===== config.mk =====
export PLATFORM = sky130hd
export DESIGN_NAME = oms_vec_cell
export DESIGN_NICKNAME = d
export VERILOG_FILES = /design/src/sv/oms_pkg.sv /design/src/sv/oms_vec_cell.sv
export SDC_FILE = /design/constraint.sdc
export NUM_CORES = 1
export LEC_CHECK = 0
export ABC_AREA = 1
export BUFFER_PORTS_ARGS = -buffer_cell sky130_fd_sc_hd__buf_2
export CORE_MARGIN = 2
export CORE_UTILIZATION = 34
export DETAILED_ROUTE_END_ITERATION = 16
export HOLD_SLACK_MARGIN = 0.1
export MAX_ROUTING_LAYER = met4
export PLACE_DENSITY = 0.65
export SYNTH_ARGS = -nofsm -noshare
export SYNTH_HDL_FRONTEND = slang
export SYNTH_SLANG_ARGS = --single-unit

===== constraint.sdc =====
create_clock -name clk -period 2.47 [get_ports clk]
set_input_delay 0 -clock clk [delete_from_list [all_inputs] [get_ports clk]]
set_output_delay 0 -clock clk [all_outputs]
set_load 0.05 [all_outputs]

===== src/sv/oms_pkg.sv =====
// Types, constants and CORDIC angle table for the odometry motion sampler.
// No dependencies; imported by every module of the block.
`default_nettype none

package oms_pkg;

  localparam int CordicIters = 16;
  localparam int SqrtSteps   = 28;

  localparam int VEC_W = 36;   // vectoring CORDIC x/y
  localparam int ROT_W = 33;   // rotation CORDIC x/y, Q.30
  localparam int ANG_W = 20;   // CORDIC angle, Q.16 radians
  localparam int SQ_W  = 56;   // variance and square-root remainder

  localparam int PI_Q16          = 205887;
  localparam int HALF_PI_Q16     = 102944;
  localparam int TWO_PI_Q16      = 411775;
  localparam int CORDIC_GAIN_Q16 = 39797;
  localparam int CORDIC_INIT_Q30 = 652032874;
  // floor(2^44 / (2*pi in Q.16)), for the angle reduction
  localparam int RECIP_2PI   = 42722812;
  localparam int RECIP_SHIFT = 44;

  localparam logic [15:0] ARR_RESET = 16'd6554;
  localparam logic [15:0] ART_RESET = 16'd6554;
  localparam logic [15:0] ATT_RESET = 16'd13107;
  localparam logic [15:0] ATR_RESET = 16'd13107;

  typedef enum logic [1:0] {
    REG_ROT_FROM_ROT     = 2'd0,
    REG_ROT_FROM_TRANS   = 2'd1,
    REG_TRANS_FROM_TRANS = 2'd2,
    REG_TRANS_FROM_ROT   = 2'd3
  } reg_idx_t;

  typedef struct packed {
    logic signed [VEC_W-1:0] x;
    logic signed [VEC_W-1:0] y;
    logic signed [ANG_W-1:0] z;
  } vec_t;

  typedef struct packed {
    logic [SQ_W-1:0] rem;
    logic [SQ_W-1:0] root;
  } sqrt_t;

  typedef struct packed {
    logic signed [ROT_W-1:0] x;
    logic signed [ROT_W-1:0] y;
    logic signed [ANG_W-1:0] z;
  } rot_t;

  // per-item values that ride alongside the datapath
  typedef struct packed {
    logic signed [31:0] qx;
    logic signed [31:0] qy;
    logic signed [15:0] qh;
    logic signed [15:0] n1;
    logic signed [15:0] nt;
    logic signed [15:0] n2;
    logic signed [16:0] dh;
    logic               zero;
    logic signed [15:0] rot1;
    logic signed [17:0] rot2;
    logic        [30:0] trans;
    logic signed [31:0] transh;
    logic signed [35:0] rot1h;
    logic signed [35:0] rot2h;
    logic signed [15:0] nh;
    logic               neg;
  } side_t;

  function automatic logic signed [ANG_W-1:0] atan_q16(input int i);
    logic signed [ANG_W-1:0] a;
    case (i)
      0:       a = 20'sd51472;
      1:       a = 20'sd30386;
      2:       a = 20'sd16055;
      3:       a = 20'sd8150;
      4:       a = 20'sd4091;
      5:       a = 20'sd2047;
      6:       a = 20'sd1024;
      7:       a = 20'sd512;
      8:       a = 20'sd256;
      9:       a = 20'sd128;
      10:      a = 20'sd64;
      11:      a = 20'sd32;
      12:      a = 20'sd16;
      13:      a = 20'sd8;
      14:      a = 20'sd4;
      15:      a = 20'sd2;
      default: a = 20'sd0;
    endcase
    return a;
  endfunction

endpackage

`default_nettype wire


===== src/sv/oms_vec_cell.sv =====
// One iteration of the vectoring CORDIC (atan2 and magnitude).
// Depends on oms_pkg.
`default_nettype none

module oms_vec_cell #(
  parameter int Idx = 0
) (
  input  logic         clk,
  input  logic         en,
  input  oms_pkg::vec_t d_in,
  output oms_pkg::vec_t d_out
);
  import oms_pkg::*;

  vec_t d_next;

  always_comb begin
    d_next = d_in;
    if (!d_in.y[VEC_W-1]) begin
      d_next.x = d_in.x + (d_in.y >>> Idx);
      d_next.y = d_in.y - (d_in.x >>> Idx);
      d_next.z = d_in.z + atan_q16(Idx);
    end else begin
      d_next.x = d_in.x - (d_in.y >>> Idx);
      d_next.y = d_in.y + (d_in.x >>> Idx);
      d_next.z = d_in.z - atan_q16(Idx);
    end
  end

  always_ff @(posedge clk) begin
    if (en) begin
      d_out <= d_next;
    end
  end

endmodule

`default_nettype wire


==> flow_metrics.env <==
export IMPL_multi_input_area_mm2=0.007153
export IMPL_hpwl_um=34020
export IMPL_cp_data_arrival_time_ns=2.42
export IMPL_grt_pass1_wl_um=62400
export IMPL_cts_buffers=9
export IMPL_swShare_pct=47.11
export IMPL_cts_max_level=3
export IMPL_grt_max_degree=73
export IMPL_combPwrFrac_pct=50.3
export IMPL_final_period_utilization_pct=93.45
export IMPL_cp_start_kind="input pin"
export IMPL_io_pins=186
export IMPL_synth_seq_area_share_pct=24.55
export IMPL_post_route_min_period_ns=2.308
export IMPL_cts_tree="built"
export IMPL_max_freq_mhz=433.2
export IMPL_finalHoldViolCount=0
export IMPL_crit_required_ns=2.58
export IMPL_status="completed"
export IMPL_port_buffers=185
export IMPL_hp_class="input pin to flip-flop"
export IMPL_rsz0062_at_grt="false"
export IMPL_peakVddDrop_mv=0.3523
export IMPL_vias=12060
export IMPL_cts_buffer_depth=2
export IMPL_synth_warning_count=0
export IMPL_power_switching_mw=3.289
export IMPL_top_register="d_out"
export IMPL_die_area_mm2=0.03420
export IMPL_p_per_area_mw_per_mm2=526.2
export IMPL_syn_to_final_growth_pct=19.21
export IMPL_drt_iter0_markers=1036
export IMPL_cts_sinks=91
export IMPL_drive_above_1_share_pct=15.64
export IMPL_die_w_um=184.9
export IMPL_maxSlewViolCount=0
export IMPL_synth_cell_types=40
export IMPL_path_max_fanout=3
export IMPL_ant_nets=0
export IMPL_worst_pin_slew_ns=0.8477
export IMPL_setup_viol=0
export IMPL_slew_headroom_pct=43.49
export IMPL_start_util_pct=34.38
export IMPL_antenna_found_initial=0
export IMPL_reg_largest_list="d_out (91)"
export IMPL_place_congestion=1.010
export IMPL_largest_reg_flops=91
export IMPL_fillers=3507
export IMPL_synth_nets=1943
export IMPL_cts_setup_buffers=0
export IMPL_core_mm2=0.03237
export IMPL_regArea_mm2=0.002733
export IMPL_viasPerCell=5.026
export IMPL_setup_worst_path_end_class="flip-flop"
export IMPL_fin_hold_ws_ns=0.1038
export IMPL_ys_ff_latch=91
export IMPL_grt_total_usage_pct=24.63
export IMPL_drtPass1Iterations=6
export IMPL_grt_ovfl_total=0
export IMPL_syn_inst=1722
export IMPL_syn_area_mm2=0.01113
export IMPL_p_seq_share_pct=29.5
export IMPL_path_clk_slew_ns=0.08
export IMPL_syn_avg_cell_area_um2=6.463
export IMPL_antenna_cells=0
export IMPL_die_h_um=184.9
export IMPL_p_int_mw=3.692
export IMPL_drv_cap=0
export IMPL_wl_per_cell_um=17.02
export IMPL_p_leak_nw=6.862
export IMPL_cts_root_buf="clkbuf_16"
export IMPL_rows=66
export IMPL_criticalPathCategory="input pin to flip-flop"
export IMPL_drcViolationCount=0
export IMPL_nets=2173
export IMPL_power_frac_clock_pct=20.2
export IMPL_wl_um=40830
export IMPL_grt_pass1_vias=11660
export IMPL_fin_setup_tns_ns=0
==> power by group through the flow <==
stage | combinational [mW] | clock [mW] | sequential, mW
2_1_floorplan | 1.59 | 0 | 2.87
3_3_place_gp | 3.43 | 0 | 2.09
6_report | 3.51 | 1.41 | 2.06
3_5_place_dp | 3.44 | 0 | 2.09
4_1_cts | 3.47 | 1.46 | 2.06
5_1_grt | 3.83 | 1.51 | 2.08
==> Yosys cell counts (all sizes together) <==
library cell / n / area share (%)
a21boi: 5 / 0.34
a21o: 9 / 0.61
a21oi: 146 / 6.6
a31oi: 6 / 0.34
and2: 2 / 0.11
buf: 40 / 2.2
clkbuf: 7 / 0.24
edfxtp: 91 / 25
fa: 4 / 0.72
ha: 123 / 14
inv: 260 / 8.8
nand2: 500 / 17
nand3: 157 / 7.1
nand3b: 1 / 0.067
nand4: 6 / 0.34
nor2: 161 / 5.7
nor3: 20 / 1.0
nor4: 1 / 0.056
o211ai: 2 / 0.13
o21a: 4 / 0.27
o21ai: 104 / 4.7
o21bai: 14 / 0.94
o22ai: 10 / 0.56
o31ai: 3 / 0.20
or2: 3 / 0.17
xnor2: 7 / 0.55
xor2: 36 / 2.8
==> through the flow <==
stage	util, %	power [mW]	instance area (um2)	instances	worst slack (ns)
6_report	40.99	6.981	13270	2399	0.1619
2_1_floorplan	-	4.451	11130	1722	0.3177
3_5_place_dp	39.84	5.536	12900	2375	0.1141
5_1_grt	40.99	7.420	13270	2399	0.001320
4_1_cts	40.97	6.986	13260	2399	0.1167
3_3_place_gp	39.84	5.518	12900	2375	0.1284
==> logic make-up after synthesis <==
kind of cell	Yosys count	synth area share [%]
simple gates	851	31.51
xor+xnor	43	3.384
buf+inv	307	11.23
compound gates	303	14.77
flops	91	24.55
fa+ha+maj	127	14.55
==> worst paths after layout <==
path / startpoint / slack, ns / cells past startpoint / endpoint
worst min-delay path: en / 0.10 / 1 / d_out[26]
worst max-delay path: d_in[56] / 0.16 / 15 / d_out[48]
==> metal layers <==
| layer | global-route usage [%] | wire length (um) | up-vias |
|---|---|---|---|
| li1 | - | - | 6016 |
| met2 | 38.31 | 17600 | 512 |
| met3 | 2.733 | 3169 | 67 |
| met1 | 33.15 | 18710 | 5463 |
| met4 | 8.762 | 1357 | 0 |
| met5 | - | 0 | - |
==> timing repair <==
| item | 4_1_cts | 5_1_grt |
|---|---|---|
| hold buffers | 8 | 0 |
| gates resized for setup | 0 | 2 |
| setup endpoints to repair | 0 | 4 |
| hold endpoints to repair | 8 | 0 |
==> layout make-up <==
class / count / area share (%)
Multi-Input combinational cell: 1324 / 53.91
Sequential cell: 91 / 20.60
Timing Repair Buffer: 266 / 11.83
Inverter: 260 / 7.356
Tap cell: 442 / 4.168
Clock buffer: 9 / 1.697
Clock inverter: 7 / 0.4432
==> worst max-delay path: stages <==
cell and delay (ns):
buf_2 0.11, dlygate4sd3_1 0.55, ha_1 0.22, fa_1 0.44
inv_1 0.11, nand2_1 0.07, nand3_1 0.12, buf_4 0.15
a21oi_1 0.07, o21ai_2 0.13, nand2_1 0.13, nand2_1 0.10
nand2_1 0.05, nand3_1 0.06, nand2_1 0.10
==> layout by cell type (no fill, tap or decap), types with 2 or more instances in the layout <==
cell type,Yosys,layout
nand2_2,4,5
o21ai_2,2,3
a21boi_1,2,2
o21ai_0,87,87
ha_1,123,123
a21oi_1,144,144
and2_1,2,2
nor3_1,17,17
nor2_1,152,152
xor2_1,36,36
buf_2,12,184
nor3_2,3,3
dlygate4sd3_1,0,8
inv_1,251,251
nand2_1,496,495
clkbuf_16,0,9
a21boi_0,3,3
inv_6,0,3
xnor2_1,7,7
nand4_1,6,6
inv_2,9,9
or2_0,3,3
nor2_2,8,8
fa_1,4,4
o21bai_1,14,14
o22ai_1,10,10
buf_4,20,73
o21a_1,4,4
o31ai_1,3,3
edfxtp_1,91,91
a21oi_2,2,2
a31oi_1,6,6
nand3_1,156,156
o21ai_1,15,14
a21o_1,9,9
o211ai_1,2,2
Note: power is estimated with default switching activity, not from simulation.
