==> src/sv/oms_pkg.sv <==
// Types, constants and CORDIC angle table for the odometry motion sampler.
// No dependencies; imported by every module of the block.
`default_nettype none

package oms_pkg;

  localparam int CordicIters = 16;
  localparam int SqrtSteps   = 28;

  localparam int VEC_W = 36;   // vectoring CORDIC x/y
  localparam int ROT_W = 33;   // rotation CORDIC x/y, Q.30
  localparam int ANG_W = 20;   // CORDIC angle, Q.16 radians
  localparam int SQ_W  = 56;   // variance and square-root remainder

  localparam int PI_Q16          = 205887;
  localparam int HALF_PI_Q16     = 102944;
  localparam int TWO_PI_Q16      = 411775;
  localparam int CORDIC_GAIN_Q16 = 39797;
  localparam int CORDIC_INIT_Q30 = 652032874;
  // floor(2^44 / (2*pi in Q.16)), for the angle reduction
  localparam int RECIP_2PI   = 42722812;
  localparam int RECIP_SHIFT = 44;

  localparam logic [15:0] ARR_RESET = 16'd6554;
  localparam logic [15:0] ART_RESET = 16'd6554;
  localparam logic [15:0] ATT_RESET = 16'd13107;
  localparam logic [15:0] ATR_RESET = 16'd13107;

  typedef enum logic [1:0] {
    REG_ROT_FROM_ROT     = 2'd0,
    REG_ROT_FROM_TRANS   = 2'd1,
    REG_TRANS_FROM_TRANS = 2'd2,
    REG_TRANS_FROM_ROT   = 2'd3
  } reg_idx_t;

  typedef struct packed {
    logic signed [VEC_W-1:0] x;
    logic signed [VEC_W-1:0] y;
    logic signed [ANG_W-1:0] z;
  } vec_t;

  typedef struct packed {
    logic [SQ_W-1:0] rem;
    logic [SQ_W-1:0] root;
  } sqrt_t;

  typedef struct packed {
    logic signed [ROT_W-1:0] x;
    logic signed [ROT_W-1:0] y;
    logic signed [ANG_W-1:0] z;
  } rot_t;

  // per-item values that ride alongside the datapath
  typedef struct packed {
    logic signed [31:0] qx;
    logic signed [31:0] qy;
    logic signed [15:0] qh;
    logic signed [15:0] n1;
    logic signed [15:0] nt;
    logic signed [15:0] n2;
    logic signed [16:0] dh;
    logic               zero;
    logic signed [15:0] rot1;
    logic signed [17:0] rot2;
    logic        [30:0] trans;
    logic signed [31:0] transh;
    logic signed [35:0] rot1h;
    logic signed [35:0] rot2h;
    logic signed [15:0] nh;
    logic               neg;
  } side_t;

  function automatic logic signed [ANG_W-1:0] atan_q16(input int i);
    logic signed [ANG_W-1:0] a;
    case (i)
      0:       a = 20'sd51472;
      1:       a = 20'sd30386;
      2:       a = 20'sd16055;
      3:       a = 20'sd8150;
      4:       a = 20'sd4091;
      5:       a = 20'sd2047;
      6:       a = 20'sd1024;
      7:       a = 20'sd512;
      8:       a = 20'sd256;
      9:       a = 20'sd128;
      10:      a = 20'sd64;
      11:      a = 20'sd32;
      12:      a = 20'sd16;
      13:      a = 20'sd8;
      14:      a = 20'sd4;
      15:      a = 20'sd2;
      default: a = 20'sd0;
    endcase
    return a;
  endfunction

endpackage

`default_nettype wire

==> src/sv/oms_rot_cell.sv <==
// One iteration of the rotation CORDIC (cos and sin in Q.30).
// Depends on oms_pkg.
`default_nettype none

module oms_rot_cell #(
  parameter int Idx = 0
) (
  input  logic         clk,
  input  logic         en,
  input  oms_pkg::rot_t d_in,
  output oms_pkg::rot_t d_out
);
  import oms_pkg::*;

  rot_t d_next;

  always_comb begin
    d_next = d_in;
    if (!d_in.z[ANG_W-1]) begin
      d_next.x = d_in.x - (d_in.y >>> Idx);
      d_next.y = d_in.y + (d_in.x >>> Idx);
      d_next.z = d_in.z - atan_q16(Idx);
    end else begin
      d_next.x = d_in.x + (d_in.y >>> Idx);
      d_next.y = d_in.y - (d_in.x >>> Idx);
      d_next.z = d_in.z + atan_q16(Idx);
    end
  end

  always_ff @(posedge clk) begin
    if (en) begin
      d_out <= d_next;
    end
  end

endmodule

`default_nettype wire

==> config.mk <==
export PLATFORM = sky130hd
export DESIGN_NAME = oms_rot_cell
export DESIGN_NICKNAME = d
export VERILOG_FILES = /design/src/sv/oms_pkg.sv /design/src/sv/oms_rot_cell.sv
export SDC_FILE = /design/constraint.sdc
export NUM_CORES = 1
export LEC_CHECK = 0
export BUFFER_PORTS_ARGS = -buffer_cell sky130_fd_sc_hd__buf_2
export CORE_MARGIN = 1.5
export CORE_UTILIZATION = 55
export DETAILED_ROUTE_END_ITERATION = 8
export PLACE_DENSITY = 0.8
export REMOVE_ABC_BUFFERS = 1
export SYNTH_ARGS = -nofsm -noshare
export SYNTH_HDL_FRONTEND = slang
export SYNTH_SLANG_ARGS = --single-unit
==> constraint.sdc <==
create_clock -name clk -period 4.1 [get_ports clk]
set_input_delay 0.41 -clock clk [delete_from_list [all_inputs] [get_ports clk]]
set_output_delay 0.41 -clock clk [all_outputs]
set_load 0.02 [all_outputs]
==> flow_summary.toml, run 1 <==
[detailed_routing]
dr.pass1.iters = 8
route.detailed.drc = 0
routed_via_density = 5.947
wl_um = 25430
vias = 8189
wl_per_cell_um = 18.47
ant_nets = 0
drt_iter0_drc = 943

[min_path]
min_path_cells = 1
hold_class = "primary input to flop"

[clock_tree]
numClockSinks = 85
cts.path.max_buffers = 2
cts_setup_buffers = 0
clk_pin_slew_worst_paths_ps = 60
ctsResizeCount = 0
cts_inserted_buffers = 9
ctsRootBufferMaster = "clkbuf_16"
tritoncts = "done"
htree_num_levels = 3
holdBufCountCts = 0

[worst_setup_path]
path_depth = 13
crit_chain = "buf_2 -> inv_1 -> ha_1 -> fa_1 -> nand2b_1 -> a211oi_1 -> o21ai_0 -> o21ai_0 -> a211oi_1 -> o31ai_1 -> a31oi_1 -> a21oi_1 -> xnor2_1"
crit_fanout = 3
crit_arrival_ps = 3260
path_delay_family = "compound AO/OA/AOI/OAI gates"
crit_slowest_cell = "o31ai_1"
crit_buf_inv = 2
critical_path.max_stage_delay_ps = 420
cp.required_ps = 4200
worstSetupEndpointType = "flop"
crit_path_start_kind = "primary input"
path_class = "primary input to flop"

[floorplan]
die_y_um = 129.7
io_pins = 174
std_cell_rows = 46
die_area_mm2 = 0.01683
core_mm2 = 0.01577
start_util_pct = 56.01
die_x_um = 129.7

[timing]
report.final.slew_viol_count = 0
max_freq_mhz = 316.8
period_minus_slack_ps = 3157
grt_setup_unrepaired = "false"
hold_violations = 0
tns_ps = 0
finalCritPeriodShare_pct = 77.00
worstMarginPinSlew_ps = 1103
setup_violations = 0
slew_headroom_pct = 26.45

[grt]
grt_pass1_vias = 7595
grt_pass1_wl_um = 39490
grt_antenna_before_repair = 0
grt_max_degree = 86
overflow = 0
grt_use_total_pct = 30.27

[synth]
seq_area_frac_synth_pct = 28.90
ys_types = 81
synthArstFlopShare_pct = 0
ys_ff_latch = 85
synthesis.area_mm2 = 0.008833
synth-edff-count = 85
synth_ff_type = "edfxtp_1"
synth.avg_cell_area_um2 = 8.781
ys_warn_count = 0
synth_cells = 1006

[final_layout]
antennaDiodeCount = 0
largest-register = "d_out"
fillers = 1375
reg_top3 = "d_out x85"
drive_gt1_share_pct = 20.16
largest_reg_flops = 85
syn2layout_area_growth_pct = 14.02
fin_util_pct = 63.87
layout.nets = 1358

[power]
fin_total_pwr_mw = 3.409
power_density_mw_per_mm2 = 338.4
power_leakage_nw = 4.585
vdd_drop_max_v = 0.0002442

[run_status]
status = "completed"

[place]
gp_congestion = 1.017
port_buffers = 173
dpl.hpwl_um = 20020

[flow_run]
cap_viol_max_count = 0
-- layout make-up --
cell class | count | area (um^2) | area share (%)
inverter | 106 | 402.9 | 4.000
clock buffer | 10 | 229.0 | 2.273
timing repair buffer | 182 | 935.9 | 9.292
tap | 216 | 270.3 | 2.683
multi-input combinational | 772 | 5643 | 56.02
clock inverter | 6 | 38.79 | 0.3851
sequential | 85 | 2552 | 25.34
-- kinds of logic (layout without fill, tap and decap cells) --
| kind of cell | count (synthesis) | after routing | synth area share, % |
|---|---|---|---|
| compound gates | 341 | 341 | 25.91 |
| simple gates | 231 | 231 | 12.80 |
| buf+inv | 149 | 304 | 7.224 |
| fa+ha+maj | 114 | 114 | 16.49 |
| flops | 85 | 85 | 28.90 |
| xor+xnor | 75 | 75 | 7.436 |
| mux | 11 | 11 | 1.247 |
-- cell usage after synthesis, drive strengths merged, types with 13 or more instances --
library cell / instances / area, um^2
a21oi: 124 / 639.4
ha: 110 / 1376
inv: 102 / 387.9
edfxtp: 85 / 2552
nor2: 77 / 294.0
xnor2: 59 / 516.8
o21ai: 53 / 269.0
nand2: 50 / 190.2
a21o: 29 / 217.7
buf: 27 / 175.2
o21bai: 24 / 180.2
nor3: 20 / 105.1
clkbuf: 16 / 60.06
xor2: 16 / 140.1
a211oi: 15 / 127.6
o31ai: 15 / 131.4
nor4: 14 / 100.1
nand2b: 13 / 81.33
-- worst paths after layout --
check / start / to / slack (ps)
setup / recovery: d_in[20] / d_out[52] / 940
hold / removal: d_in[0] / d_out[0] / 230
-- power breakdown --
group / internal, mW / switching (mW)
Clock: 0.410 / 0.367
Sequential: 1.15 / 0.0348
Combinational: 0.514 / 0.932
Total: 2.07 / 1.33
-- stage by stage --
| step | instance area, um^2 | instances | setup WS, ps | hold WS (ps) |
|---|---|---|---|---|
| after floorplan | 8598 | 963 | 1011 | 508.9 |
| after global placement | 9804 | 1361 | 757.3 | 587.3 |
| after detailed placement | 9804 | 1361 | 654.7 | 593.6 |
| after CTS | 10070 | 1377 | 1002 | 228.6 |
| after global routing | 10070 | 1377 | 757.1 | 221.4 |
| final | 10070 | 1377 | 943.1 | 232.2 |
-- routing by layer --
metal	global-route usage (%)	wire length [um]	vias to the layer above
met4	10.13	660	0
met2	46.65	11180	429
met5	0	0	-
met1	43.20	11160	3773
li1	-	-	3934
met3	5.207	2431	53
-- layout by cell type, fill, tap and decap left out, types with 9 or more instances in the layout --
cell type  instances
nor4_1            12
nand4_1           10
nand2_1           49
inv_1             94
buf_2            172
a21o_1            29
o21bai_1          24
o21ai_0           49
xnor2_1           59
a211oi_1          12
buf_4             10
xor2_1            16
nor2b_1           12
nor3_1            19
nand2b_1          13
mux2i_1           11
edfxtp_1          85
clkbuf_16          9
o31ai_1           13
nor2_1            75
nand3_1           11
ha_1             110
a21oi_1          121
(Power assumes the default switching activity.)
==> inputs of run 2 (changes only) <==
Clock period 4.1 ns to 3.05 ns, I/O delays scaled along.
==> run 2 against run 1 <==
  * First-iteration DRC count rose by 19%
  * Non-clock buffer count rose by 105
  * Core utilization increased by 5.0 points
  * Final cell count is 7.6% higher
  * Combinational power is 48% higher
  * Hold slack worse by 110 ps
  * Largest cell class unchanged
==> flow_summary.toml, run 2 (same netlist as run 1, synthesis figures left out) <==
[final_layout]
antennaDiodeCount = 0
largest_reg_flops = 85
largest-register = "d_out"
reg_top3 = "d_out x85"
final_cell_mix = "172 x buf_2, 121 x a21oi_1, 115 x buf_4"
drive_gt1_share_pct = 26.88
final_common_cell = "buf_2"
layout.nets = 1463
syn2layout_area_growth_pct = 23.03
fin_util_pct = 68.91

[timing]
worstMarginPinSlew_ps = 873.8
layout_setup_ws_ps = 222.3
grt_setup_unrepaired = "false"
setup_violations = 0
hold_violations = 0
slew_headroom_pct = 41.75
finalCritPeriodShare_pct = 92.71
max_freq_mhz = 353.6
period_minus_slack_ps = 2828
report.final.slew_viol_count = 0

[floorplan]
io_pins = 174
die_x_um = 129.7
core_mm2 = 0.01577
die_y_um = 129.7
die_area_mm2 = 0.01683
start_util_pct = 56.01
std_cell_rows = 46

[worst_setup_path]
crit_buf_inv = 2
worstSetupEndpointType = "flop"
crit_fanout = 3
path_class = "primary input to flop"
crit_slowest_cell = "fa_1"
crit_path_start_kind = "primary input"
crit_chain = "buf_2 -> inv_1 -> ha_1 -> fa_1 -> nor2b_1 -> o31ai_4 -> a21oi_1 -> o41ai_2 -> o31a_1 -> o31ai_2 -> nand2_1 -> o2bb2ai_1 -> xor2_1"
crit_arrival_ps = 2920
cp.required_ps = 3140
path_delay_family = "compound AO/OA/AOI/OAI gates"
critical_path.max_stage_delay_ps = 390

[clock_tree]
tritoncts = "done"
cts.path.max_buffers = 2
htree_num_levels = 3
clk_pin_slew_worst_paths_ps = 60
ctsRootBufferMaster = "clkbuf_16"
numClockSinks = 85
cts_inserted_buffers = 9

[run_status]
status = "completed"

[power]
vdd_drop_max_v = 0.0003112
power_density_mw_per_mm2 = 437.6
power_leakage_nw = 5.089
fin_total_pwr_mw = 4.755

[grt]
grt_max_degree = 81
grt_use_total_pct = 31.61
overflow = 0
grt_pass1_wl_um = 41730
grt_antenna_before_repair = 0
use_met2_pct = 50.48
grt_use_met1_pct = 43.54
grtUsageMet3_pct = 5.248
gr-max-usage-layer = "met2"
grt_pass1_vias = 8235

[place]
port_buffers = 173
gp_congestion = 0.9956
post-place-ws_ps = -169.8
dpl.hpwl_um = 21470

[detailed_routing]
vias = 8807
route.detailed.drc = 0
wl_um = 26840
wl_per_cell_um = 18.12
dr.pass1.iters = 6
drt_iter0_drc = 1119
routed_via_density = 5.947
ant_nets = 0

[min_path]
hold_class = "primary input to flop"

[flow_run]
cap_viol_max_count = 0
-- run 2: changes by cell type in the layout (fill, tap and decap cells not counted), sizes merged --
cell  before  now
inv      103  102
buf      182  287
-- run 2: worst paths after layout --
check | startpoint | depth (start not counted) | end | slack (ps)
setup / recovery | d_in[53] | 13 | d_out[85] | 220
hold / removal | d_in[2] | 1 | d_out[2] | 130
-- run 2: layer usage --
| metal | wire [um] | part of all wire [%] |
|---|---|---|
| met1 | 11630 | 43 |
| met2 | 11970 | 45 |
| met3 | 2425 | 9.0 |
| met4 | 814 | 3.0 |
| met5 | 0 | 0 |
-- run 2: per-stage QoR --
stage / cell area, um^2 / hold slack (ps) / TNS, ps / instances
2_1_floorplan: 8598 / 403.9 / 0 / 963
3_3_place_gp: 10580 / 482.0 / -378.8 / 1464
3_5_place_dp: 10580 / 483.5 / -808.7 / 1464
4_1_cts: 10840 / 122.8 / 0 / 1479
5_1_grt: 10870 / 125.6 / 0 / 1481
6_report: 10870 / 125.7 / 0 / 1481
-- run 2: final cells by class --
| class | instances | area (um^2) |
|---|---|---|
| well taps | 216 | 270.3 |
| flip-flops and latches | 85 | 2552 |
| clock buffers | 10 | 229.0 |
| inverters | 106 | 402.9 |
| multi-input cells | 772 | 5660 |
| clock inverters | 5 | 28.78 |
| fillers | 1316 | 4902 |
| repair buffers | 287 | 1724 |
-- run 2: power breakdown --
group / switching (mW) / total (mW) / internal (mW)
combinational: 1.31 / 2.15 / 0.841
clock: 0.466 / 1.01 / 0.542
sequential: 0.0483 / 1.60 / 1.55
-- run 2: what timing repair did --
item	in CTS	in global routing
hold buffers	0	0
endpoints found under the setup margin	0	4
setup buffers	0	2
resized for setup	0	4
==> inputs of run 3 (changes only) <==
Settings changed: MAX_ROUTING_LAYER from default to met4, SLEW_MARGIN from default to 15.
==> run 3 against run 2 <==
  * Worst setup slack got worse by 33 ps
  * Flip-flop and latch count did not move
  * Non-clock buffer count shrank 9
  * Sequential share of layout area is 0.11 points higher
  * First-iteration DRC count shrank 13%
  * Count of clock-buffer cells in the layout unchanged
  * Sequential power barely moved
  * Combinational power about the same
  * Fmax is 1.1% lower
  * Global-route usage rose by 2.0 points
  * Design area fell by 0.47%
  * Final cell count down 0.68%
  * Highest routed layer unchanged
==> flow_summary.toml, run 3 (same netlist as run 1, synthesis figures left out) <==
[run_status]
status = "completed"

[clock_tree]
cts_setup_buffers = 0
cts_inserted_buffers = 9
cts.path.max_buffers = 2
clk_pin_slew_worst_paths_ps = 60
ctsResizeCount = 0
htree_num_levels = 3
tritoncts = "done"
ctsRootBufferMaster = "clkbuf_16"
numClockSinks = 85
holdBufCountCts = 0

[detailed_routing]
wl_per_cell_um = 18.44
vias = 8724
ant_nets = 0
dr.pass1.iters = 5
drt_iter0_drc = 974
wl_um = 27130
route.detailed.drc = 0
routed_via_density = 5.931

[timing]
hold_violations = 0
holdWs_ps = 127.1
finalCritPeriodShare_pct = 93.79
worstMarginPinSlew_ps = 863.5
max_freq_mhz = 349.6
slew_headroom_pct = 42.43
period_minus_slack_ps = 2860
setup_violations = 0
grt_setup_unrepaired = "false"
report.final.slew_viol_count = 0
tns_ps = 0

[floorplan]
io_pins = 174
std_cell_rows = 46
die_area_mm2 = 0.01683
die_y_um = 129.7
die_x_um = 129.7
start_util_pct = 56.01
core_mm2 = 0.01577

[worst_setup_path]
crit_chain = "buf_2 -> buf_4 -> ha_1 -> fa_1 -> nor2b_1 -> o31ai_4 -> a21oi_1 -> o41ai_1 -> o31a_1 -> o31ai_1 -> nand2_1 -> o2bb2ai_1 -> xor2_1"
crit_slowest_cell = "fa_1"
crit_arrival_ps = 2950
cp.required_ps = 3140
path_class = "primary input to flop"
crit_path_start_kind = "primary input"
critical_path.max_stage_delay_ps = 400
worstSetupEndpointType = "flop"
crit_fanout = 3

[place]
dpl.hpwl_um = 21850
gp_congestion = 1.047
port_buffers = 173

[final_layout]
largest_reg_flops = 85
fillers = 1342
layout.nets = 1454
final_common_cell = "buf_2"
largest-register = "d_out"
fin_util_pct = 68.59
final_cell_mix = "172 x buf_2, 121 x a21oi_1, 110 x ha_1"
syn2layout_area_growth_pct = 22.45
antennaDiodeCount = 0
reg_top3 = "d_out x85"
drive_gt1_share_pct = 26.37

[power]
power_density_mw_per_mm2 = 445.8
vdd_drop_max_v = 0.0002877
power_leakage_nw = 5.056

[grt]
use_met2_pct = 52.16
grt_pass1_vias = 8287
grt_max_degree = 81
grt_pass1_wl_um = 42810
grt_use_met1_pct = 45.53
gr-max-usage-layer = "met2"
grt_antenna_before_repair = 0
overflow = 0
grtUsageMet3_pct = 4.879
grt_use_total_pct = 33.66

[flow_run]
cap_viol_max_count = 0

[min_path]
hold_class = "primary input to flop"
-- run 3: changes by cell type in the layout (fill, tap and decap cells not counted), sizes merged --
cell	previous run	this run
buf	287	278
clkinv	8	6
bufinv	0	1
-- run 3: final timing paths --
| check | from | end | slack [ps] | cells past startpoint |
|---|---|---|---|---|
| worst max-delay path | d_in[20] | d_out[85] | 190 | 13 |
| worst min-delay path | d_in[0] | d_out[0] | 130 | 1 |
-- run 3: layout make-up --
type / count / area (um^2) / area share, %
inverter: 106 / 402.9 / 3.725
clock buffer: 10 / 229.0 / 2.117
multi-input combinational: 772 / 5654 / 52.27
tap: 216 / 270.3 / 2.499
clock inverter: 4 / 51.30 / 0.4743
timing repair buffer: 278 / 1657 / 15.32
sequential: 85 / 2552 / 23.60
-- run 3: power by group --
part           internal (mW)  switching, mW
Combinational          0.835           1.31
Sequential              1.55         0.0495
Clock                  0.625          0.452
Total                   3.01           1.81
-- run 3: per-layer routing --
| metal | vias to the layer above | wire length [um] |
|---|---|---|
| met5 | - | 0 |
| met4 | 0 | 695 |
| met3 | 69 | 2471 |
| met2 | 478 | 12240 |
| met1 | 4057 | 11730 |
| li1 | 4120 | - |
-- run 3: critical path: cells and delay by family --
family / cells / cell delay (ps)
compound gates: 6 / 1270
xor+xnor: 1 / 150
fa+ha+maj: 2 / 610
buf+inv: 2 / 240
simple gates: 2 / 360
-- run 3: per-stage QoR --
stage	power, mW	worst slack (ps)	cells	instance area (um^2)
after global placement	3.689	-71.46	1457	10530
after detailed placement	3.715	-163.6	1457	10530
after floorplan	2.896	66.11	963	8598
after global routing	5.048	10.83	1471	10820
final	4.822	189.5	1471	10820
after CTS	4.790	178.0	1471	10810
