--- config.mk ---
export PLATFORM = sky130hd
export DESIGN_NAME = oms_sqrt_cell
export DESIGN_NICKNAME = d
export VERILOG_FILES = /design/src/sv/oms_pkg.sv /design/src/sv/oms_sqrt_cell.sv
export SDC_FILE = /design/constraint.sdc
export NUM_CORES = 1
export LEC_CHECK = 0
export BUFFER_PORTS_ARGS = -buffer_cell sky130_fd_sc_hd__buf_2
export CAP_MARGIN = 25
export CORE_MARGIN = 2
export CORE_UTILIZATION = 35
export CTS_BUF_LIST = sky130_fd_sc_hd__clkbuf_8
export CTS_CLUSTER_DIAMETER = 200
export DETAILED_ROUTE_END_ITERATION = 8
export MAX_ROUTING_LAYER = met4
export PLACE_DENSITY_LB_ADDON = 0.15
export SKIP_LAST_GASP = 1
export SLEW_MARGIN = 20
export SYNTH_ARGS = -nofsm -noshare
export SYNTH_HDL_FRONTEND = slang
export SYNTH_SLANG_ARGS = --single-unit
--- constraint.sdc ---
create_clock -name clk -period 8.25 [get_ports clk]
set_clock_uncertainty 0.2 [all_clocks]
set_input_delay 0.825 -clock clk [delete_from_list [all_inputs] [get_ports clk]]
set_output_delay 0.825 -clock clk [all_outputs]
set_load 0.02 [all_outputs]
--- src/sv/oms_pkg.sv ---
// Types, constants and CORDIC angle table for the odometry motion sampler.
// No dependencies; imported by every module of the block.
`default_nettype none

package oms_pkg;

  localparam int CordicIters = 16;
  localparam int SqrtSteps   = 28;

  localparam int VEC_W = 36;   // vectoring CORDIC x/y
  localparam int ROT_W = 33;   // rotation CORDIC x/y, Q.30
  localparam int ANG_W = 20;   // CORDIC angle, Q.16 radians
  localparam int SQ_W  = 56;   // variance and square-root remainder

  localparam int PI_Q16          = 205887;
  localparam int HALF_PI_Q16     = 102944;
  localparam int TWO_PI_Q16      = 411775;
  localparam int CORDIC_GAIN_Q16 = 39797;
  localparam int CORDIC_INIT_Q30 = 652032874;
  // floor(2^44 / (2*pi in Q.16)), for the angle reduction
  localparam int RECIP_2PI   = 42722812;
  localparam int RECIP_SHIFT = 44;

  localparam logic [15:0] ARR_RESET = 16'd6554;
  localparam logic [15:0] ART_RESET = 16'd6554;
  localparam logic [15:0] ATT_RESET = 16'd13107;
  localparam logic [15:0] ATR_RESET = 16'd13107;

  typedef enum logic [1:0] {
    REG_ROT_FROM_ROT     = 2'd0,
    REG_ROT_FROM_TRANS   = 2'd1,
    REG_TRANS_FROM_TRANS = 2'd2,
    REG_TRANS_FROM_ROT   = 2'd3
  } reg_idx_t;

  typedef struct packed {
    logic signed [VEC_W-1:0] x;
    logic signed [VEC_W-1:0] y;
    logic signed [ANG_W-1:0] z;
  } vec_t;

  typedef struct packed {
    logic [SQ_W-1:0] rem;
    logic [SQ_W-1:0] root;
  } sqrt_t;

  typedef struct packed {
    logic signed [ROT_W-1:0] x;
    logic signed [ROT_W-1:0] y;
    logic signed [ANG_W-1:0] z;
  } rot_t;

  // per-item values that ride alongside the datapath
  typedef struct packed {
    logic signed [31:0] qx;
    logic signed [31:0] qy;
    logic signed [15:0] qh;
    logic signed [15:0] n1;
    logic signed [15:0] nt;
    logic signed [15:0] n2;
    logic signed [16:0] dh;
    logic               zero;
    logic signed [15:0] rot1;
    logic signed [17:0] rot2;
    logic        [30:0] trans;
    logic signed [31:0] transh;
    logic signed [35:0] rot1h;
    logic signed [35:0] rot2h;
    logic signed [15:0] nh;
    logic               neg;
  } side_t;

  function automatic logic signed [ANG_W-1:0] atan_q16(input int i);
    logic signed [ANG_W-1:0] a;
    case (i)
      0:       a = 20'sd51472;
      1:       a = 20'sd30386;
      2:       a = 20'sd16055;
      3:       a = 20'sd8150;
      4:       a = 20'sd4091;
      5:       a = 20'sd2047;
      6:       a = 20'sd1024;
      7:       a = 20'sd512;
      8:       a = 20'sd256;
      9:       a = 20'sd128;
      10:      a = 20'sd64;
      11:      a = 20'sd32;
      12:      a = 20'sd16;
      13:      a = 20'sd8;
      14:      a = 20'sd4;
      15:      a = 20'sd2;
      default: a = 20'sd0;
    endcase
    return a;
  endfunction

endpackage

`default_nettype wire

--- src/sv/oms_sqrt_cell.sv ---
// One bit of a digit-by-digit integer square root.
// Depends on oms_pkg.
`default_nettype none

module oms_sqrt_cell #(
  parameter int Idx = 0
) (
  input  logic          clk,
  input  logic          en,
  input  oms_pkg::sqrt_t d_in,
  output oms_pkg::sqrt_t d_out
);
  import oms_pkg::*;

  localparam logic [SQ_W-1:0] Bit = SQ_W'(1) << (2 * (SqrtSteps - 1 - Idx));

  logic [SQ_W:0] trial;
  sqrt_t         d_next;

  always_comb begin
    trial  = {1'b0, d_in.root} + {1'b0, Bit};
    d_next = d_in;
    if ({1'b0, d_in.rem} >= trial) begin
      d_next.rem  = d_in.rem - trial[SQ_W-1:0];
      d_next.root = (d_in.root >> 1) + Bit;
    end else begin
      d_next.root = d_in.root >> 1;
    end
  end

  always_ff @(posedge clk) begin
    if (en) begin
      d_out <= d_next;
    end
  end

endmodule

`default_nettype wire

==> results.ini, run 1 <==
[clock_tree]
post_cts_buffers = 0
tritoncts = done
clock_slew_seen_by_the_registers_of_the_worst_setup_and_hold_paths_ps = 120
clock_tree.root_cell = clkbuf_8
clock_sinks = 112
ctsHtreeMaxLevel = 3
cts_made_buffers = 9
clock_path_buffers = 2
cts_hold_buf = 0
cts_resized = 0

[detailed_routing]
totalWireLength_um = 21400
dr.pass1.iters = 5
drt-initial-drc-count = 399
vias = 6772
postRouteAntennaNets = 0
detail_route.wl_per_cell_um = 16.3
via_per_inst = 5.16
drc_errors = 0

[sta]
setup_repair_after_global_routing_missed_its_margin = no
worst_slew_pin_slew_ps = 1020
setup_ws_ps = 3870
timing.final.hold_violations = 0
timing.final.max_slew_violations = 0
fmax_achieved_mhz = 228
setup-tns-final_ps = 0
shortest_period_the_worst_path_allows_ps = 4380
slew-limit-headroom = 0.303
report.final.setup_viol = 0
hold_ws_ps = 397
final.period_utilization = 0.531

[floorplan]
rows = 54
coreArea_um2 = 21800
fp.dieW_um = 153
floorplan.die.height_um = 153
initial_core_util = 0.355
ios = 226
die-area_um2 = 23300

[final_layout]
max_flop_register = d_out
largest_register_ffs = 112
final_common_cell = buf_2
final_design_area_no_fill_um2 = 9230
syn_to_final_growth_pct = 19.5
n_fill_cell = 2220
layout.cells.most_common_list = buf_2 (224), edfxtp_1 (112), nand2_1 (105), inv_1 (72), o21ai_0 (64)
proportion_of_layout_cells_with_a_drive_suffix_above_1 = 0.249
largest_registers = d_out: 112 flops
fin_nets = 1197

[yosys]
synth-async-reset-ratio = 0
netlist_instances = 826
syn_area_per_cell_um2 = 9.35
synth_enable_flop_cells = 112
synth.yosys.warnings = 0
synthDominantAreaCellType = edfxtp_1
synth_area_leaders = edfxtp_1 (44%), ha_1 (9.2%), nand2_1 (5.1%)
synth.top_cell.area_share = 0.435
post_synthesis_instance_area_um2 = 7730
postSynthRegisterBits = 112
synth-main-ff-cell = edfxtp_1
syn-num-nets = 998
yosysUniqueCellTypes = 63
sequential_to_total_area_share_from_yosys_stat = 0.435

[grt]
grt_overflow = 0
antenna_found_initial = 3
vias_in_the_first_global_route = 6429
grt_pass1_wl_um = 33700
track_usage = 0.185
grt_max_degree = 98

[job]
cap_viol_max_count = 0

[critical_path]
worstSetupEndpointType = flip-flop
setup.worst_path.class = primary input to flip-flop
delay_of_the_slowest_critical_path_stage_ps = 690
cp_max_fo = 97
timing.critical_path.cells = buf_2 > inv_1 > ha_1 > a21oi_1 > nor3_1 > nor4_1 > a2111o_1 > a211oi_2 > o21ai_2 > o21a_4 > buf_4 > mux2_4
worst_ep_required_time_ps = 8220
cpMaxStageDelayCell = buf_4
worstPathArrival_ps = 4350
start_kind = primary input

[place]
place_worst_setup_slack_ps = 3370
portBuffers = 225
placed_cell_area_um2 = 9050
place.gp.congestion = 0.846
detailedPlacementHpwl_um = 16700

[power]
powerDensity_nw_per_um2 = 172
leakage_power_summed_over_all_cells_nw = 4.18
irDropWorstVdd_mv = 0.0731

[hold_path]
timing.hold.worst.class = primary input to flip-flop

[run_status]
run_status = finished clean

critical path: cells and delay by family:
family,cells,cell delay [ps]
adder cells (fa/ha/maj),1,320
buffers and inverters,3,820
AO/OA/AOI/OAI,5,1290
AND/OR/NAND/NOR,2,670
multiplexers,1,350
power breakdown:
group	internal [W]	leakage [nW]	total, W	switching, W
sequential	0.000704	1.09	0.000718	0.0000135
combinational	0.000198	2.99	0.000548	0.000351
clock	0.000114	0.0920	0.000325	0.000212
total	0.00102	4.18	0.00159	0.000576
logic make-up (layout without fill, tap and decap cells):
| logic type | count (synthesis) | count (layout) | share of synthesized area |
|---|---|---|---|
| and+or+nand+nor | 245 | 245 | 0.148 |
| buffers and inverters | 110 | 314 | 0.0580 |
| other | 0 | 3 | 0 |
| DFF | 112 | 112 | 0.435 |
| muxes | 3 | 3 | 0.00453 |
| adders and majority gates | 58 | 58 | 0.0949 |
| AOI/OAI and AO/OA | 254 | 254 | 0.210 |
| xor gates and xnor gates | 44 | 44 | 0.0499 |
worst paths after layout:
check / from / endpoint / slack [ps] / cells past startpoint
worst max-delay path: d_in[6] / d_out[70] / 3870 / 12
worst min-delay path: d_in[43] / d_out[42] / 400 / 1
cell usage after synthesis, types with 14 or more instances:
cell type,count
xnor2_1,29
nand4_1,22
clkbuf_1,21
nand2_1,105
a21oi_1,63
nor2_1,47
edfxtp_1,112
buf_2,16
o21ai_1,14
nand3_1,18
o21ai_0,64
xor2_1,15
a21o_1,29
inv_1,71
ha_1,57
area by class of cell:
type	instances	area (um^2)	share of cell area
multi-input cells	604	3920	0.425
flip-flops and latches	112	3360	0.364
repair buffers	227	1140	0.124
well taps	280	350	0.0379
inverters	71	267	0.0289
clock buffers	9	124	0.0134
clock inverters	7	55.1	0.00596
diodes	3	7.51	0.000813
layer usage:
layer  vias to the layer above  GRT usage  part of all wire
met1                      3126      0.259              0.49
met3                        16     0.0301             0.059
li1                       3411          -                 -
met4                         0     0.0485             0.012
met5                         -          -                 0
met2                       219      0.280              0.44
through the flow:
step | total power, W | utilization | instances
after floorplan | 0.00111 | - | 826
after CTS | 0.00161 | 0.424 | 1310
final | 0.00159 | 0.424 | 1313
after global routing | 0.00169 | 0.424 | 1313
after detailed placement | 0.00128 | 0.416 | 1294
after global placement | 0.00128 | 0.416 | 1294
(Power assumes the default switching activity.)
==> run 2: changes to the inputs <==
--- a/config.mk
+++ b/config.mk
@@ -5,6 +5,7 @@
 export SDC_FILE = /design/constraint.sdc
 export NUM_CORES = 1
 export LEC_CHECK = 0
+export ABC_AREA = 1
 export BUFFER_PORTS_ARGS = -buffer_cell sky130_fd_sc_hd__buf_2
 export CAP_MARGIN = 25
 export CORE_MARGIN = 2
==> constraint.sdc (replaced) <==
create_clock -name clk -period 4.5 [get_ports clk]
set_clock_uncertainty 0.2 [all_clocks]
set_input_delay 0.45 -clock clk [delete_from_list [all_inputs] [get_ports clk]]
set_output_delay 0.45 -clock clk [all_outputs]
set_load 0.02 [all_outputs]
==> run 2 against run 1 <==
Against the previous run:
- cell count rose by 54%
- via count rose by 39%
- critical path depth rose by 1
==> results.ini, run 2 <==
[yosys]
synth_enable_flop_cells = 112  ; unchanged
synth.yosys.warnings = 0  ; unchanged
synth_area_leaders = edfxtp_1 (35%), nand2_1 (22%), inv_1 (13%)
yosysUniqueCellTypes = 27  ; -57%
sequential_to_total_area_share_from_yosys_stat = 0.353  ; -0.0818
netlist_instances = 1443  ; +75%
syn-num-nets = 1615  ; +62%
postSynthRegisterBits = 112  ; unchanged
syn_area_per_cell_um2 = 6.59  ; -30%
post_synthesis_instance_area_um2 = 9510  ; +23%
synth_most_common_cell = nand2_1
synth.top_cell.area_share = 0.353  ; -0.0818
synth-async-reset-ratio = 0  ; unchanged
synth-main-ff-cell = edfxtp_1
netlist_top_cells_count = nand2_1 (557), inv_1 (340), edfxtp_1 (112), nor2_1 (97), ha_1 (57)
synthDominantAreaCellType = edfxtp_1

[final_layout]
largest_registers = d_out: 112 flops
max_flop_register = d_out
syn_to_final_growth_pct = 19.6  ; about the same
layout.cells.most_common_list = nand2_1 (557), inv_1 (340), buf_2 (224), edfxtp_1 (112), nor2_1 (97)
fin_nets = 1853  ; +55%
n_fill_cell = 2913  ; +31%
post-route-util = 0.425  ; about the same
n_antenna_cell = 0  ; -3
proportion_of_layout_cells_with_a_drive_suffix_above_1 = 0.168  ; -0.0807
largest_register_ffs = 112  ; unchanged
final_common_cell = nand2_1

[sta]
timing.final.hold_violations = 0  ; unchanged
final.period_utilization = 0.736
report.final.setup_viol = 0  ; unchanged
shortest_period_the_worst_path_allows_ps = 3310
slew-limit-headroom = 0.489  ; +0.186
worst_slew_pin_slew_ps = 767  ; -253 ps
fmax_achieved_mhz = 302
timing.final.max_slew_violations = 0  ; unchanged
setup-tns-final_ps = 0  ; unchanged
hold_ws_ps = 16.5  ; -381 ps
setup_repair_after_global_routing_missed_its_margin = no

[floorplan]
coreArea_um2 = 26800  ; +23%
die-area_um2 = 28500  ; +23%
fp.dieW_um = 169  ; +11%
ios = 226  ; unchanged
floorplan.die.height_um = 169  ; +11%
initial_core_util = 0.355  ; about the same
rows = 60  ; +11%

[power]
power.share.combinational = 0.372  ; +0.027
internal-power_w = 0.00201  ; +98%
leakage_power_summed_over_all_cells_nw = 6.41  ; +53%
seqPwrFrac = 0.403  ; -0.048
netSwitchingFraction = 0.390  ; +0.0283
clkPwrFrac = 0.224  ; +0.020
powerDensity_nw_per_um2 = 289  ; +68%
switching_power_w = 0.00128  ; +120%
irDropWorstVdd_mv = 0.139  ; +90%

[grt]
antenna_found_initial = 0  ; -3
grt_pass1_wl_um = 51000  ; +51%
grt_overflow = 0  ; unchanged
track_usage = 0.243  ; +0.0585
vias_in_the_first_global_route = 9108  ; +42%
grt_max_degree = 60  ; -39%

[critical_path]
cp_max_fo = 53  ; -45%
worstPathArrival_ps = 3280  ; -1070 ps
start_kind = primary input
worstSetupEndpointType = flip-flop
worst_ep_required_time_ps = 4470  ; -3750 ps
setup.worst_path.class = primary input to flip-flop

[clock_tree]
clock_slew_seen_by_the_registers_of_the_worst_setup_and_hold_paths_ps = 140  ; +20 ps
clock_sinks = 112  ; unchanged
clock_path_buffers = 2  ; unchanged
cts_made_buffers = 9  ; unchanged
ctsHtreeMaxLevel = 3  ; unchanged
tritoncts = done
clock_tree.root_cell = clkbuf_8
post_cts_buffers = 0  ; unchanged

[detailed_routing]
totalWireLength_um = 33600  ; +57%
via_per_inst = 4.64  ; -10%
drc_errors = 0  ; unchanged
postRouteAntennaNets = 0  ; unchanged
routed-wl-met2_um = 14100  ; +49%
vias = 9403  ; +39%
top_layer_used = met4
detail_route.wl_per_cell_um = 16.6  ; +1.8%
dr.pass1.iters = 6  ; +1
wl_met1_um = 17300  ; +67%
met3RoutedLength_um = 1770  ; +39%
drt-initial-drc-count = 678  ; +70%

[hold_path]
timing.hold.worst.class = primary input to flip-flop
hold_depth = 1  ; unchanged
worst_hold_startpoint = d_in[18]
holdPathEnd = d_out[17]

[place]
detailedPlacementHpwl_um = 28000  ; +67%
portBuffers = 225  ; unchanged
place.gp.congestion = 0.992  ; +17%

[job]
cap_viol_max_count = 0  ; unchanged

[run_status]
run_status = finished clean

==> run 2: kinds of logic after synthesis <==
kind of cell / count (synthesis) / share of synthesized area
AOI/OAI and AO/OA: 73 / 0.0387
xor gates and xnor gates: 29 / 0.0267
adders and majority gates: 58 / 0.0771
buffers and inverters: 374 / 0.154
DFF: 112 / 0.353
and+or+nand+nor: 797 / 0.350
==> run 2: critical path: stages <==
cell	delay [ps]
dlygate4sd3_1	520
buf_2	110
inv_1	40
ha_1	440
nand2_1	140
nor2_1	190
nand2_1	100
nor2_1	250
and3_1	210
nand2_1	110
nand3_2	100
buf_4	430
o21ai_0	170
==> run 2: final cells by class <==
cell class	instances	area [um^2]	share of cell area
clock buffer	9	124	0.0109
clock inverter	7	109	0.00957
inverter	356	1340	0.117
multi-input combinational	957	4690	0.412
sequential	112	3360	0.296
tap	341	427	0.0375
timing repair buffer	245	1330	0.117
==> run 2: metrics by stage <==
step	instance area, um^2	std cells	total power [W]	worst slack, ps
after floorplan	9510	1443	0.00214	2000
final	11400	2027	0.00329	1190
after global routing	11400	2027	0.00350	962
after detailed placement	11000	1997	0.00257	1030
after CTS	11400	2027	0.00333	1150
after global placement	11000	1997	0.00256	1040
==> run 2: repair_timing <==
item | CTS | global route
hold endpoints to repair | 14 | 0
resized for setup | 0 | 0
hold buffers | 14 | 0
==> run 2: metal layers <==
layer / vias up / GRT usage
met5: - / -
met4: 0 / 0.0502
met3: 20 / 0.0313
met2: 292 / 0.357
met1: 4217 / 0.359
li1: 4874 / -
==> run 2: worst max path at each step <==
stage	from	endpoint	slack, ps	cells after the start
finish	d_in[52]	d_out[62]	1190	13
global route	d_in[12]	d_out[67]	960	14
global placement	d_in[54]	d_out[54]	1040	15
CTS	d_in[52]	d_out[62]	1150	13
floorplan	d_in[54]	d_out[104]	2000	13
detailed placement	d_in[54]	d_out[62]	1030	13
==> run 2: power groups by stage <==
stage               Combinational, W  Sequential, W  Clock [W]
floorplan                   0.000625        0.00151          0
CTS                          0.00123        0.00133   0.000771
finish                       0.00123        0.00133   0.000738
detailed placement           0.00121        0.00135          0
global placement             0.00121        0.00135          0
global route                 0.00136        0.00134   0.000797
==> run 3: changes to the inputs <==
==> constraint.sdc (replaced) <==
create_clock -name clk -period 3.2 [get_ports clk]
set_clock_uncertainty 0.2 [all_clocks]
set_input_delay 0.32 -clock clk [delete_from_list [all_inputs] [get_ports clk]]
set_output_delay 0.32 -clock clk [all_outputs]
set_load 0.02 [all_outputs]
==> run 3 against run 2 <==
Against the previous run:
- total power is 38% higher
- sequential power is 41% higher
- non-clock buffer count is 47 higher
- critical path depth is 2 higher
- wire length is 5.1% higher
- clock power is 16% higher
- die area stayed put
- hold slack better by 15 ps
- combinational power is 47% higher
- critical endpoint is now d_out[102]
- highest routed layer unchanged
==> results.ini, run 3 (synthesis gave the netlist of run 2 again) <==
[power]
power.share.combinational = 0.400  ; +0.028
post-layout-total-power_w = 0.00453  ; +38%
irDropWorstVdd_mv = 0.176  ; +26%
switching_power_w = 0.00183  ; +43%
internal-power_w = 0.00270  ; +35%
powerDensity_nw_per_um2 = 383  ; +33%
leakage_power_summed_over_all_cells_nw = 6.59  ; +2.8%
clkPwrFrac = 0.188  ; -0.036
netSwitchingFraction = 0.404  ; +0.0139
seqPwrFrac = 0.412  ; +0.009

[grt]
grt_pass1_wl_um = 53000  ; +4.0%
vias_in_the_first_global_route = 9391  ; +3.1%
grt_max_degree = 113  ; +88%
track_usage = 0.255  ; +0.0114
antenna_found_initial = 0  ; unchanged
grt_overflow = 0  ; unchanged

[sta]
setup_repair_after_global_routing_missed_its_margin = yes
shortest_period_the_worst_path_allows_ps = 3070
final.period_utilization = 0.959
setup_ws_ps = 130  ; -1060 ps
report.final.setup_viol = 0  ; unchanged
fmax_achieved_mhz = 326
worst_slew_pin_slew_ps = 642  ; -125 ps
timing.final.max_slew_violations = 0  ; unchanged
slew-limit-headroom = 0.572  ; +0.0833
timing.final.hold_violations = 0  ; unchanged

[critical_path]
start_kind = primary input
worstPathArrival_ps = 3160  ; -120 ps
worst_ep_required_time_ps = 3290  ; -1180 ps
cp_max_fo = 41  ; -23%
worstSetupEndpointType = flip-flop
cpMaxStageDelayCell = dlygate4sd3_1
timing.critical_path.cells = dlygate4sd3_1 > buf_2 > inv_1 > ha_1 > nand2_1 > nor2_2 > inv_2 > nor2_1 > nand2_1 > nor2_2 > nand4_1 > nand3_2 > buf_12 > nand3_1 > nand2_1
delay_of_the_slowest_critical_path_stage_ps = 530  ; about the same
setup.worst_path.class = primary input to flip-flop
critical-path-top-delay-family = simple AND/OR/NAND/NOR gates
worstSetupStartpoint = d_in[34]
timing.critical_path.buf_inv = 5  ; +1
critical_path.most_common_cell = nand2_1

[detailed_routing]
drt-initial-drc-count = 675  ; -0.44%
drc_errors = 0  ; unchanged
detail_route.wl_per_cell_um = 17.0  ; +2.7%
postRouteAntennaNets = 0  ; unchanged
vias = 9636  ; +2.5%
dr.pass1.iters = 5  ; -1
totalWireLength_um = 35300  ; +5.1%
via_per_inst = 4.65  ; +0.20%

[floorplan]
ios = 226  ; unchanged
initial_core_util = 0.355  ; unchanged
die-area_um2 = 28500  ; unchanged
coreArea_um2 = 26800  ; unchanged
rows = 60  ; unchanged
fp.dieW_um = 169  ; unchanged
floorplan.die.height_um = 169  ; unchanged

[clock_tree]
clock_sinks = 112  ; unchanged
clock_tree.root_cell = clkbuf_8
post_cts_buffers = 0  ; unchanged
cts_made_buffers = 9  ; unchanged
ctsHtreeMaxLevel = 3  ; unchanged
tritoncts = done
clock_path_buffers = 2  ; unchanged
clock_slew_seen_by_the_registers_of_the_worst_setup_and_hold_paths_ps = 130  ; about the same

[final_layout]
multi_input_comb_area_um2 = 4720  ; +0.53%
largest_registers = d_out: 112 flops
largest_register_ffs = 112  ; unchanged
area.sequential_um2 = 3360  ; unchanged
final_common_cell = nand2_1
max_flop_register = d_out
n_fill_cell = 2878  ; -1.2%
post-route-util = 0.441  ; +0.0165
fin_nets = 1900  ; +2.5%
proportion_of_layout_cells_with_a_drive_suffix_above_1 = 0.171  ; +0.00305
n_antenna_cell = 0  ; unchanged
syn_to_final_growth_pct = 24.2
layout.cells.most_common_list = nand2_1 (557), inv_1 (340), buf_2 (224), edfxtp_1 (112), nor2_1 (90)

[place]
place.gp.congestion = 0.916  ; -7.7%
detailedPlacementHpwl_um = 28900  ; +3.3%
portBuffers = 225  ; unchanged
place_worst_setup_slack_ps = 43.9  ; -984 ps

[hold_path]
worst_hold_startpoint = d_in[55]
timing.hold.worst.class = primary input to flip-flop

[job]
cap_viol_max_count = 0  ; unchanged

[run_status]
run_status = finished clean

[run 3: cell count changes in the layout (fill, tap and decap cells not counted), moves of 2 or more]
| cell | delta |
|---|---|
| buf_4 | +4 |
| inv_8 | -2 |
| nor2_2 | +6 |
| buf_12 | +2 |
| bufinv_16 | -2 |
| nor2_1 | -7 |
| dlygate4sd3_1 | +40 |
[run 3: metal layers]
metal	wire length (um)	global-route usage	vias up
li1	-	-	4966
met1	17900	0.370	4352
met2	14900	0.379	291
met3	1910	0.0346	27
met4	590	0.0543	0
met5	0	-	-
[run 3: metrics by stage]
step | std cells | TNS, ps | hold slack (ps) | cell area, um^2
3_5_place_dp | 2004 | 0 | 313 | 11100
3_3_place_gp | 2004 | 0 | 312 | 11100
4_1_cts | 2073 | 0 | 9.42 | 11800
6_report | 2073 | 0 | 31.1 | 11800
5_1_grt | 2073 | -18.6 | 46.3 | 11800
2_1_floorplan | 1443 | 0 | 219 | 9510
[run 3: path summary, 6_finish.rpt]
kind,endpoint,slack [ps],cells past startpoint
setup / recovery,d_out[102],130,15
hold / removal,d_out[55],30,3
[run 3: power by group through the flow]
stage / Combinational (W) / Sequential, W / Clock [W]
floorplan: 0.000879 / 0.00212 / 0
global placement: 0.00175 / 0.00190 / 0
finish: 0.00181 / 0.00187 / 0.000853
detailed placement: 0.00175 / 0.00190 / 0
CTS: 0.00181 / 0.00187 / 0.000884
global route: 0.00201 / 0.00188 / 0.000916
[run 3: repair_timing]
action,4_1_cts,5_1_grt
hold buffers,54,0
endpoints found under the setup margin,0,21
gates resized for setup,0,10
endpoints found under the hold margin,54,0
[run 3: layout make-up]
cell class                      instances  area share
Tap cell                              341      0.0361
Multi-Input combinational cell        957       0.399
Clock buffer                            9      0.0105
Timing Repair Buffer                  292       0.153
Clock inverter                          6     0.00370
Sequential cell                       112       0.285
Inverter                              356       0.113
